==> config.mk <==
export PLATFORM = sky130hd
export DESIGN_NAME = morse_code_keyer_unit
export DESIGN_NICKNAME = d
export VERILOG_FILES = /design/src/mck_pkg.sv /design/src/mck_cfg_regs.sv /design/src/mck_decode.sv /design/src/mck_useq.sv /design/src/mck_datapath.sv /design/src/morse_code_keyer_unit.sv
export SDC_FILE = /design/constraint.sdc
export NUM_CORES = 1
export LEC_CHECK = 0
export ABC_AREA = 1
export BUFFER_PORTS_ARGS = -buffer_cell sky130_fd_sc_hd__buf_2
export CORE_MARGIN = 3
export CORE_UTILIZATION = 58
export CTS_CLUSTER_DIAMETER = 30
export DETAILED_ROUTE_END_ITERATION = 10
export GPL_TIMING_DRIVEN = 0
export PLACE_DENSITY = 0.8
export REMOVE_ABC_BUFFERS = 1
export SYNTH_ARGS = -nofsm -noshare
export SYNTH_HDL_FRONTEND = slang
export SYNTH_SLANG_ARGS = --single-unit
==> constraint.sdc <==
create_clock -name i_clk -period 3.1 [get_ports i_clk]
set_input_delay 0.155 -clock i_clk [delete_from_list [all_inputs] [get_ports i_clk]]
set_output_delay 0.155 -clock i_clk [all_outputs]
set_load 0.005 [all_outputs]
==> src/mck_pkg.sv <==
package mck_pkg;

    localparam int CFG_IDX_W = 8;
    localparam int DUR_W     = 16;
    localparam int STEP_W    = 3;

    localparam logic [CFG_IDX_W-1:0] CFG_DOT      = 8'd0;
    localparam logic [CFG_IDX_W-1:0] CFG_DASH     = 8'd1;
    localparam logic [CFG_IDX_W-1:0] CFG_ELEM_GAP = 8'd2;
    localparam logic [CFG_IDX_W-1:0] CFG_CHAR_GAP = 8'd3;

    localparam logic [DUR_W-1:0] RST_DOT      = 16'd100;
    localparam logic [DUR_W-1:0] RST_DASH     = 16'd300;
    localparam logic [DUR_W-1:0] RST_ELEM_GAP = 16'd100;
    localparam logic [DUR_W-1:0] RST_CHAR_GAP = 16'd700;

    // code byte: [7:5] element count, [4:0] elements, first in highest used bit, 1 = dash
    localparam logic [7:0] LETTER_CODES [26] = '{
        8'h41, 8'h88, 8'h8A, 8'h64, 8'h20, 8'h82, 8'h66, 8'h80, 8'h40, 8'h87,
        8'h65, 8'h84, 8'h43, 8'h42, 8'h67, 8'h86, 8'h8D, 8'h62, 8'h60, 8'h21,
        8'h61, 8'h81, 8'h63, 8'h89, 8'h8B, 8'h8C
    };

    localparam logic [7:0] DIGIT_CODES [10] = '{
        8'hBF, 8'hAF, 8'hA7, 8'hA3, 8'hA1, 8'hA0, 8'hB0, 8'hB8, 8'hBC, 8'hBE
    };

    // microprogram steps
    localparam logic [STEP_W-1:0] STEP_FETCH = 3'd0;
    localparam logic [STEP_W-1:0] STEP_CHECK = 3'd1;
    localparam logic [STEP_W-1:0] STEP_MARK  = 3'd2;
    localparam logic [STEP_W-1:0] STEP_EGAP  = 3'd3;
    localparam logic [STEP_W-1:0] STEP_CGAP  = 3'd4;

    typedef enum logic [1:0] {
        H_NONE,
        H_IN,
        H_OUT
    } t_hold;

    typedef enum logic [1:0] {
        B_SEQ,
        B_JMP,
        B_IF_LEN0,
        B_IF_LEN_GT1
    } t_branch;

    typedef enum logic [1:0] {
        D_ELEM,
        D_EGAP,
        D_CGAP
    } t_dur_sel;

    typedef struct packed {
        t_hold              hold;
        t_branch            branch;
        logic [STEP_W-1:0]  target;
        logic               led;
        logic               last;
        logic               shift;
        t_dur_sel           dur;
    } t_uword;

    typedef struct packed {
        logic     load;
        logic     shift;
        logic     led;
        logic     last;
        t_dur_sel dur;
    } t_ctrl;

    typedef struct packed {
        logic len_zero;
        logic len_gt1;
    } t_stat;

    typedef struct packed {
        logic [DUR_W-1:0] dot;
        logic [DUR_W-1:0] dash;
        logic [DUR_W-1:0] elem_gap;
        logic [DUR_W-1:0] char_gap;
    } t_cfg;

endpackage

==> src/mck_cfg_regs.sv <==
module mck_cfg_regs (
    input  logic                          i_clk,
    input  logic                          i_rst_n,
    input  logic                          i_cfg_valid,
    output logic                          o_cfg_ready,
    input  logic [mck_pkg::CFG_IDX_W-1:0] i_cfg_index,
    input  logic [mck_pkg::DUR_W-1:0]     i_cfg_data,
    output mck_pkg::t_cfg                 o_cfg
);
    import mck_pkg::*;

    t_cfg r_cfg;

    assign o_cfg_ready = 1'b1;
    assign o_cfg       = r_cfg;

    always_ff @(posedge i_clk) begin
        if (!i_rst_n) begin
            r_cfg.dot      <= RST_DOT;
            r_cfg.dash     <= RST_DASH;
            r_cfg.elem_gap <= RST_ELEM_GAP;
            r_cfg.char_gap <= RST_CHAR_GAP;
        end else if (i_cfg_valid) begin
            // unknown indexes are dropped
            unique case (i_cfg_index)
                CFG_DOT:      r_cfg.dot      <= i_cfg_data;
                CFG_DASH:     r_cfg.dash     <= i_cfg_data;
                CFG_ELEM_GAP: r_cfg.elem_gap <= i_cfg_data;
                CFG_CHAR_GAP: r_cfg.char_gap <= i_cfg_data;
                default: ;
            endcase
        end
    end

endmodule

==> src/mck_decode.sv <==
module mck_decode (
    input  logic [7:0] i_char,
    output logic [7:0] o_code
);
    import mck_pkg::*;

    logic [7:0] w_up;
    logic [7:0] w_let_off;
    logic [7:0] w_dig_off;

    assign w_up      = (i_char >= 8'h61 && i_char <= 8'h7A) ? i_char - 8'h20 : i_char;
    assign w_let_off = w_up - 8'h41;
    assign w_dig_off = w_up - 8'h30;

    always_comb begin
        if (w_up >= 8'h41 && w_up <= 8'h5A) begin
            o_code = LETTER_CODES[w_let_off[4:0]];
        end else if (w_up >= 8'h30 && w_up <= 8'h39) begin
            o_code = DIGIT_CODES[w_dig_off[3:0]];
        end else begin
            o_code = 8'h00;
        end
    end

endmodule

==> src/mck_useq.sv <==
module mck_useq (
    input  logic          i_clk,
    input  logic          i_rst_n,
    input  logic          i_in_valid,
    output logic          o_in_ready,
    output logic          o_out_valid,
    input  logic          i_out_ready,
    input  mck_pkg::t_stat i_stat,
    output mck_pkg::t_ctrl o_ctrl
);
    import mck_pkg::*;

    logic [STEP_W-1:0] r_step;
    logic [STEP_W-1:0] n_step;
    t_uword            w_uw;
    logic              w_done;
    logic              w_take;

    function automatic t_uword urom(input logic [STEP_W-1:0] step);
        t_uword uw;
        uw = '{hold: H_NONE, branch: B_JMP, target: STEP_FETCH,
               led: 1'b0, last: 1'b0, shift: 1'b0, dur: D_ELEM};
        unique case (step)
            STEP_FETCH: begin
                uw.hold   = H_IN;
                uw.branch = B_SEQ;
            end
            STEP_CHECK: begin
                uw.branch = B_IF_LEN0;
                uw.target = STEP_FETCH;
            end
            STEP_MARK: begin
                uw.hold   = H_OUT;
                uw.branch = B_SEQ;
                uw.led    = 1'b1;
                uw.dur    = D_ELEM;
            end
            STEP_EGAP: begin
                uw.hold   = H_OUT;
                uw.branch = B_IF_LEN_GT1;
                uw.target = STEP_MARK;
                uw.shift  = 1'b1;
                uw.dur    = D_EGAP;
            end
            STEP_CGAP: begin
                uw.hold   = H_OUT;
                uw.branch = B_JMP;
                uw.target = STEP_FETCH;
                uw.last   = 1'b1;
                uw.dur    = D_CGAP;
            end
            default: ;
        endcase
        return uw;
    endfunction

    assign w_uw = urom(r_step);

    always_comb begin
        o_in_ready  = (w_uw.hold == H_IN);
        o_out_valid = (w_uw.hold == H_OUT);
        unique case (w_uw.hold)
            H_IN:    w_done = i_in_valid;
            H_OUT:   w_done = i_out_ready;
            default: w_done = 1'b1;
        endcase
    end

    always_comb begin
        unique case (w_uw.branch)
            B_JMP:        w_take = 1'b1;
            B_IF_LEN0:    w_take = i_stat.len_zero;
            B_IF_LEN_GT1: w_take = i_stat.len_gt1;
            default:      w_take = 1'b0;
        endcase
        if (!w_done) begin
            n_step = r_step;
        end else if (w_take) begin
            n_step = w_uw.target;
        end else begin
            n_step = r_step + 3'd1;
        end
    end

    always_comb begin
        o_ctrl.load  = o_in_ready & i_in_valid;
        o_ctrl.shift = w_uw.shift & w_done;
        o_ctrl.led   = w_uw.led;
        o_ctrl.last  = w_uw.last;
        o_ctrl.dur   = w_uw.dur;
    end

    always_ff @(posedge i_clk) begin
        if (!i_rst_n) begin
            r_step <= STEP_FETCH;
        end else begin
            r_step <= n_step;
        end
    end

endmodule

==> src/mck_datapath.sv <==
module mck_datapath (
    input  logic                      i_clk,
    input  logic [7:0]                i_code,
    input  mck_pkg::t_ctrl            i_ctrl,
    input  mck_pkg::t_cfg             i_cfg,
    output mck_pkg::t_stat            o_stat,
    output logic                      o_led_on,
    output logic [mck_pkg::DUR_W-1:0] o_duration_ms,
    output logic                      o_last
);
    import mck_pkg::*;

    logic [2:0] r_len;
    logic [4:0] r_bits;
    logic [2:0] w_amt;
    logic [4:0] w_bits;

    // left-align so the current element always sits in the top bit
    assign w_amt  = 3'd5 - i_code[7:5];
    assign w_bits = i_code[4:0] << w_amt;

    always_ff @(posedge i_clk) begin
        if (i_ctrl.load) begin
            r_len  <= i_code[7:5];
            r_bits <= w_bits;
        end else if (i_ctrl.shift) begin
            r_len  <= r_len - 3'd1;
            r_bits <= {r_bits[3:0], 1'b0};
        end
    end

    assign o_stat.len_zero = (r_len == 3'd0);
    assign o_stat.len_gt1  = (r_len > 3'd1);

    assign o_led_on = i_ctrl.led;
    assign o_last   = i_ctrl.last;

    always_comb begin
        unique case (i_ctrl.dur)
            D_ELEM:  o_duration_ms = r_bits[4] ? i_cfg.dash : i_cfg.dot;
            D_EGAP:  o_duration_ms = i_cfg.elem_gap;
            default: o_duration_ms = i_cfg.char_gap;
        endcase
    end

endmodule

==> src/morse_code_keyer_unit.sv <==
// channel | valid       | ready       | payload
// --------+-------------+-------------+------------------------------------
// in      | i_in_valid  | o_in_ready  | i_char_code
// out     | o_out_valid | i_out_ready | o_led_on, o_duration_ms, o_last
// cfg     | i_cfg_valid | o_cfg_ready | i_cfg_index, i_cfg_data
//
// One microcode step per cycle unless held: fetch, check, a lit and a dark
// segment per element, then the char gap; an unmapped character goes from
// check back to fetch. Fetch waits on i_in_valid, output steps on i_out_ready.
// Synchronous active-low reset returns to fetch and restores default timings.
// One character in flight at a time; cfg writes are always accepted.
module morse_code_keyer_unit (
    input  logic                          i_clk,
    input  logic                          i_rst_n,
    input  logic                          i_in_valid,
    output logic                          o_in_ready,
    input  logic [7:0]                    i_char_code,
    output logic                          o_out_valid,
    input  logic                          i_out_ready,
    output logic                          o_led_on,
    output logic [mck_pkg::DUR_W-1:0]     o_duration_ms,
    output logic                          o_last,
    input  logic                          i_cfg_valid,
    output logic                          o_cfg_ready,
    input  logic [mck_pkg::CFG_IDX_W-1:0] i_cfg_index,
    input  logic [mck_pkg::DUR_W-1:0]     i_cfg_data
);
    import mck_pkg::*;

    t_cfg       w_cfg;
    t_ctrl      w_ctrl;
    t_stat      w_stat;
    logic [7:0] w_code;

    mck_cfg_regs u_cfg (
        .i_clk       (i_clk),
        .i_rst_n     (i_rst_n),
        .i_cfg_valid (i_cfg_valid),
        .o_cfg_ready (o_cfg_ready),
        .i_cfg_index (i_cfg_index),
        .i_cfg_data  (i_cfg_data),
        .o_cfg       (w_cfg)
    );

    mck_decode u_dec (
        .i_char (i_char_code),
        .o_code (w_code)
    );

    mck_useq u_seq (
        .i_clk       (i_clk),
        .i_rst_n     (i_rst_n),
        .i_in_valid  (i_in_valid),
        .o_in_ready  (o_in_ready),
        .o_out_valid (o_out_valid),
        .i_out_ready (i_out_ready),
        .i_stat      (w_stat),
        .o_ctrl      (w_ctrl)
    );

    mck_datapath u_dp (
        .i_clk         (i_clk),
        .i_code        (w_code),
        .i_ctrl        (w_ctrl),
        .i_cfg         (w_cfg),
        .o_stat        (w_stat),
        .o_led_on      (o_led_on),
        .o_duration_ms (o_duration_ms),
        .o_last        (o_last)
    );

    a_no_overlap: assert property (@(posedge i_clk) disable iff (!i_rst_n)
        !(o_in_ready && o_out_valid))
        else $error("input and output requests open together");

    a_last_dark: assert property (@(posedge i_clk) disable iff (!i_rst_n)
        (o_out_valid && o_last) |-> !o_led_on)
        else $error("final segment is lit");

    a_mark_then_gap: assert property (@(posedge i_clk) disable iff (!i_rst_n)
        (o_out_valid && i_out_ready && o_led_on) |=> (o_out_valid && !o_led_on && !o_last))
        else $error("lit segment not followed by element gap");

    a_last_to_fetch: assert property (@(posedge i_clk) disable iff (!i_rst_n)
        (o_out_valid && i_out_ready && o_last) |=> o_in_ready)
        else $error("no fetch after final segment");

endmodule
==> metrics.md <==
| Metric | Value |
|---|---|
| Path length in cells of the critical path | 6 |
| Crit-path cells | ha_1, ha_1, inv_1, nand3_1, nand3_1, buf_2 |
| Main combinational cell family by area after synthesis | simple AND/OR/NAND/NOR gates |
| Starting Density | between 60% and 70% |
| Final HPWL DP | roughly 7.2 mm |
| DRC | 0 |
| Ys Warns | 0 |
| Overall Power | 0.00283 W |
| Mux cell area share after synthesis | 0% |
| IO Count | 58 |
| Sw power | around 0.0011 W |
| CTS tree | done |
| Post-Synth Simple-Gate Area | a little over a quarter |
| CTS clk-pin slew, worst paths | roughly 80 ps |
| Final wirelength | 10.7 mm |
| Die footprint | roughly 8600 µm² |
| Reg power frac | roughly two fifths |
| Row cnt | 30 |
| GRT Util Overall | approximately a quarter |
| Distinct cells, synth | 36 |
| Worst path buffer plus inverter count | 2 |
| LEAKAGE | around 2.4 nW |
| Startpoint Class | flop |
| Slew @ Worst Pin | 1110 ps |
| TritonCTS Buffers | 9 |
| Hold-fix buffers, CTS | 0 |
| Max Transition Viols Final | 0 |
| Wire length per cell | roughly 14 µm |
| Synth Area in Compound Gates | 21.3% |
| Vias in the first global route | just over 4000 |
| CP endpoint kind | primary output |
| Congestion Overflow GR | 0 |
| H-tree depth | 3 |
| Buffers added on ports | 56 |
| Slowest stage cell, crit path | ha_1 |
| Worst slew margin | 26.1% |
| Top delay family on crit path | adder cells |
| Max Clock Skew | about 4.6 ps |
| Most frequent cells in the layout | 149 x nand2_1, 69 x inv_1, 67 x dfxtp_1, 57 x nand3_1 |
| Critical path class | flop to primary output |
| Reg2Reg Depth | 13 |
| Critical Path AT | about 2700 ps |
| Final setup violation count | 0 |
| P_int | between 0.0015 and 0.002 W |
| Placeable Area | ~7000 µm² |
| Largest net degree at the start of global routing | 68 |
| DR iter-0 viols | ~270 |
| Post-synthesis sequential area ratio | between 30% and 40% |
| Worst min path class | primary input to flop |
| Final GP Congestion | between 0.9 and 1 |
| Hold depth | 3 |
| Number of diodes | 0 |
| RSZ-0062 raised after global routing | no |
| Layout Nets | between 700 and 800 |
| CP peak stage delay | about 640 ps |
| Sink Count | 75 |
| Initial antenna violation count | 0 |
| Tmin final | approximately 2800 ps |
| Combinational Power Share | between 30% and 40% |
| Clock power share | 23.5% |
| Cell Area, Synth | approximately 4400 µm² |
| Die width | roughly 93 µm |
| Root Buffer | clkbuf_8 |
| Commonest non-fill, non-tap cell in the layout | nand2_1 |
| Vias per cell | 5.57 |
| Vias | roughly 4300 |
| Area grow syn2layout | 10.5% |
| Flops & latches, synth | 75 |
| Post-Syn Area per Cell | roughly 7 µm² |
| Hold Violations, Final | 0 |
| Final period util | approximately nine tenths |
| Pre-Repair DR Iteration Count | 4 |
| Die Ht | 92.6 µm |
| Clk_lat worst skew | roughly 350 ps |
| Max_cap viols | 0 |
| Largest vdd supply drop | approximately 0.48 mV |
| Syn Inst Count | between 600 and 700 |
| F_max | 353 MHz |
| Sw frac | 37.8% |
| Routed Antenna Nets | 0 |
| First-pass GRT wire length | about 18 mm |
| Fin Setup TNS | 0 ps |
| Synth Area in Adders | under 10% |
| Critical Path Fanout Max | 17 |
| Min Hold Slack | 75.9 ps |
| XOR/XNOR share of the synthesized area | less than 1% |
| Status | finished clean |
| Ratio of cells with drive above 1 in the final layout | between 10% and 20% |
| PwrDens | between 500 and 600 nW/µm² |
| Worst Path Required | a little under 3000 ps |
| Max clock buf depth | 2 |
[flip-flops by register name (all words and copies together), names as in the netlist]
signal,cells
u_cfg.o_cfg,64
u_dp.r_len,3
u_seq.r_step,3
u_dp.r_bits,5
[layout make-up]
| type | instances | area (µm²) |
|---|---|---|
| flip-flops and latches | 75 | 1580 |
| inverters | 79 | 299 |
| clock inverters | 6 | 38.8 |
| clock buffers | 10 | 128 |
| repair buffers | 59 | 303 |
| well taps | 96 | 120 |
| multi-input cells | 441 | 2340 |
| fillers | 650 | 2210 |
[per-layer routing]
layer | track usage, % | part of all wire [%] | up-vias
li1 | - | - | 2139
met4 | 6.72 | 1.6 | 0
met5 | 0 | 0 | -
met2 | 45.7 | 50 | 99
met3 | 6.34 | 4.6 | 25
met1 | 30.9 | 43 | 2007
[stage by stage]
stage               instances  setup WS (ps)  utilization, %  area, µm²
detailed placement        747           -260            65.8       4620
global placement          747           -193            65.8       4620
finish                    766            271            68.5       4810
CTS                       763           42.4            68.2       4790
global route              766            111            68.5       4810
floorplan                 595            562               -       4220
[worst register-to-register path, stage by stage (launching register included)]
cell       delay [ps]
dfxtp_1           430
inv_1             120
ha_1              250
nand2_1            80
inv_1              70
nor2_4            210
inv_2             210
nor2_1            200
nand3_1           110
inv_1             100
nand2_2           130
o2111ai_2         160
nand2_1            90
nand2_1           270
[cells in the mapped netlist (all sizes together)]
cell	n	area share (%)
or4	1	0.26
o2111ai	1	0.34
a21boi	1	0.17
nand2	164	15
o211ai	36	6.2
conb	1	0.086
nor2	32	3.9
nand4	2	0.29
nand3	57	6.6
clkbuf	19	1.6
xor2	1	0.20
inv	78	6.8
o21a	1	0.17
buf	9	1.6
dfxtp	67	31
a21oi	57	6.8
ha	18	5.2
edfxtp	8	5.5
nor3	1	0.23
nor3b	1	0.29
clkinv	1	0.086
nor4	1	0.14
o21ai	64	7.4
o211a	1	0.23
or2	1	0.14
[kinds of logic (layout without fill, tap and decap cells)]
logic type	after synthesis	after routing
adders and majority gates	18	18
AOI/OAI and AO/OA	161	161
other	1	1
and+or+nand+nor	260	260
xor gates and xnor gates	1	1
DFF	75	75
buffers and inverters	107	154
[worst paths after layout]
path                                      start          endpoint  slack, ps
worst max-delay path            u_seq.r_step[1]  o_duration_ms[8]        270
worst min-delay path             i_cfg_data[14]   u_cfg.o_cfg[62]         80
worst max register to register  u_seq.r_step[1]    u_dp.r_bits[1]        360
worst min register to register  u_cfg.o_cfg[39]   u_cfg.o_cfg[39]        460
[power by group through the flow]
| stage | registers [W] | logic [W] | clock network, W |
|---|---|---|---|
| floorplan | 0.00117 | 0.000613 | 0 |
| global placement | 0.00120 | 0.000924 | 0 |
| detailed placement | 0.00120 | 0.000956 | 0 |
| CTS | 0.00118 | 0.000967 | 0.000671 |
| global route | 0.00120 | 0.00112 | 0.000716 |
| finish | 0.00118 | 0.000987 | 0.000665 |
[what timing repair did]
item,4_1_cts,5_1_grt
cloned,0,0
setup endpoints to repair,10,9
gates resized for setup,1,0
pin swaps,0,1
setup buffers,0,3
No activity file was read; power rests on OpenSTA's default activity.
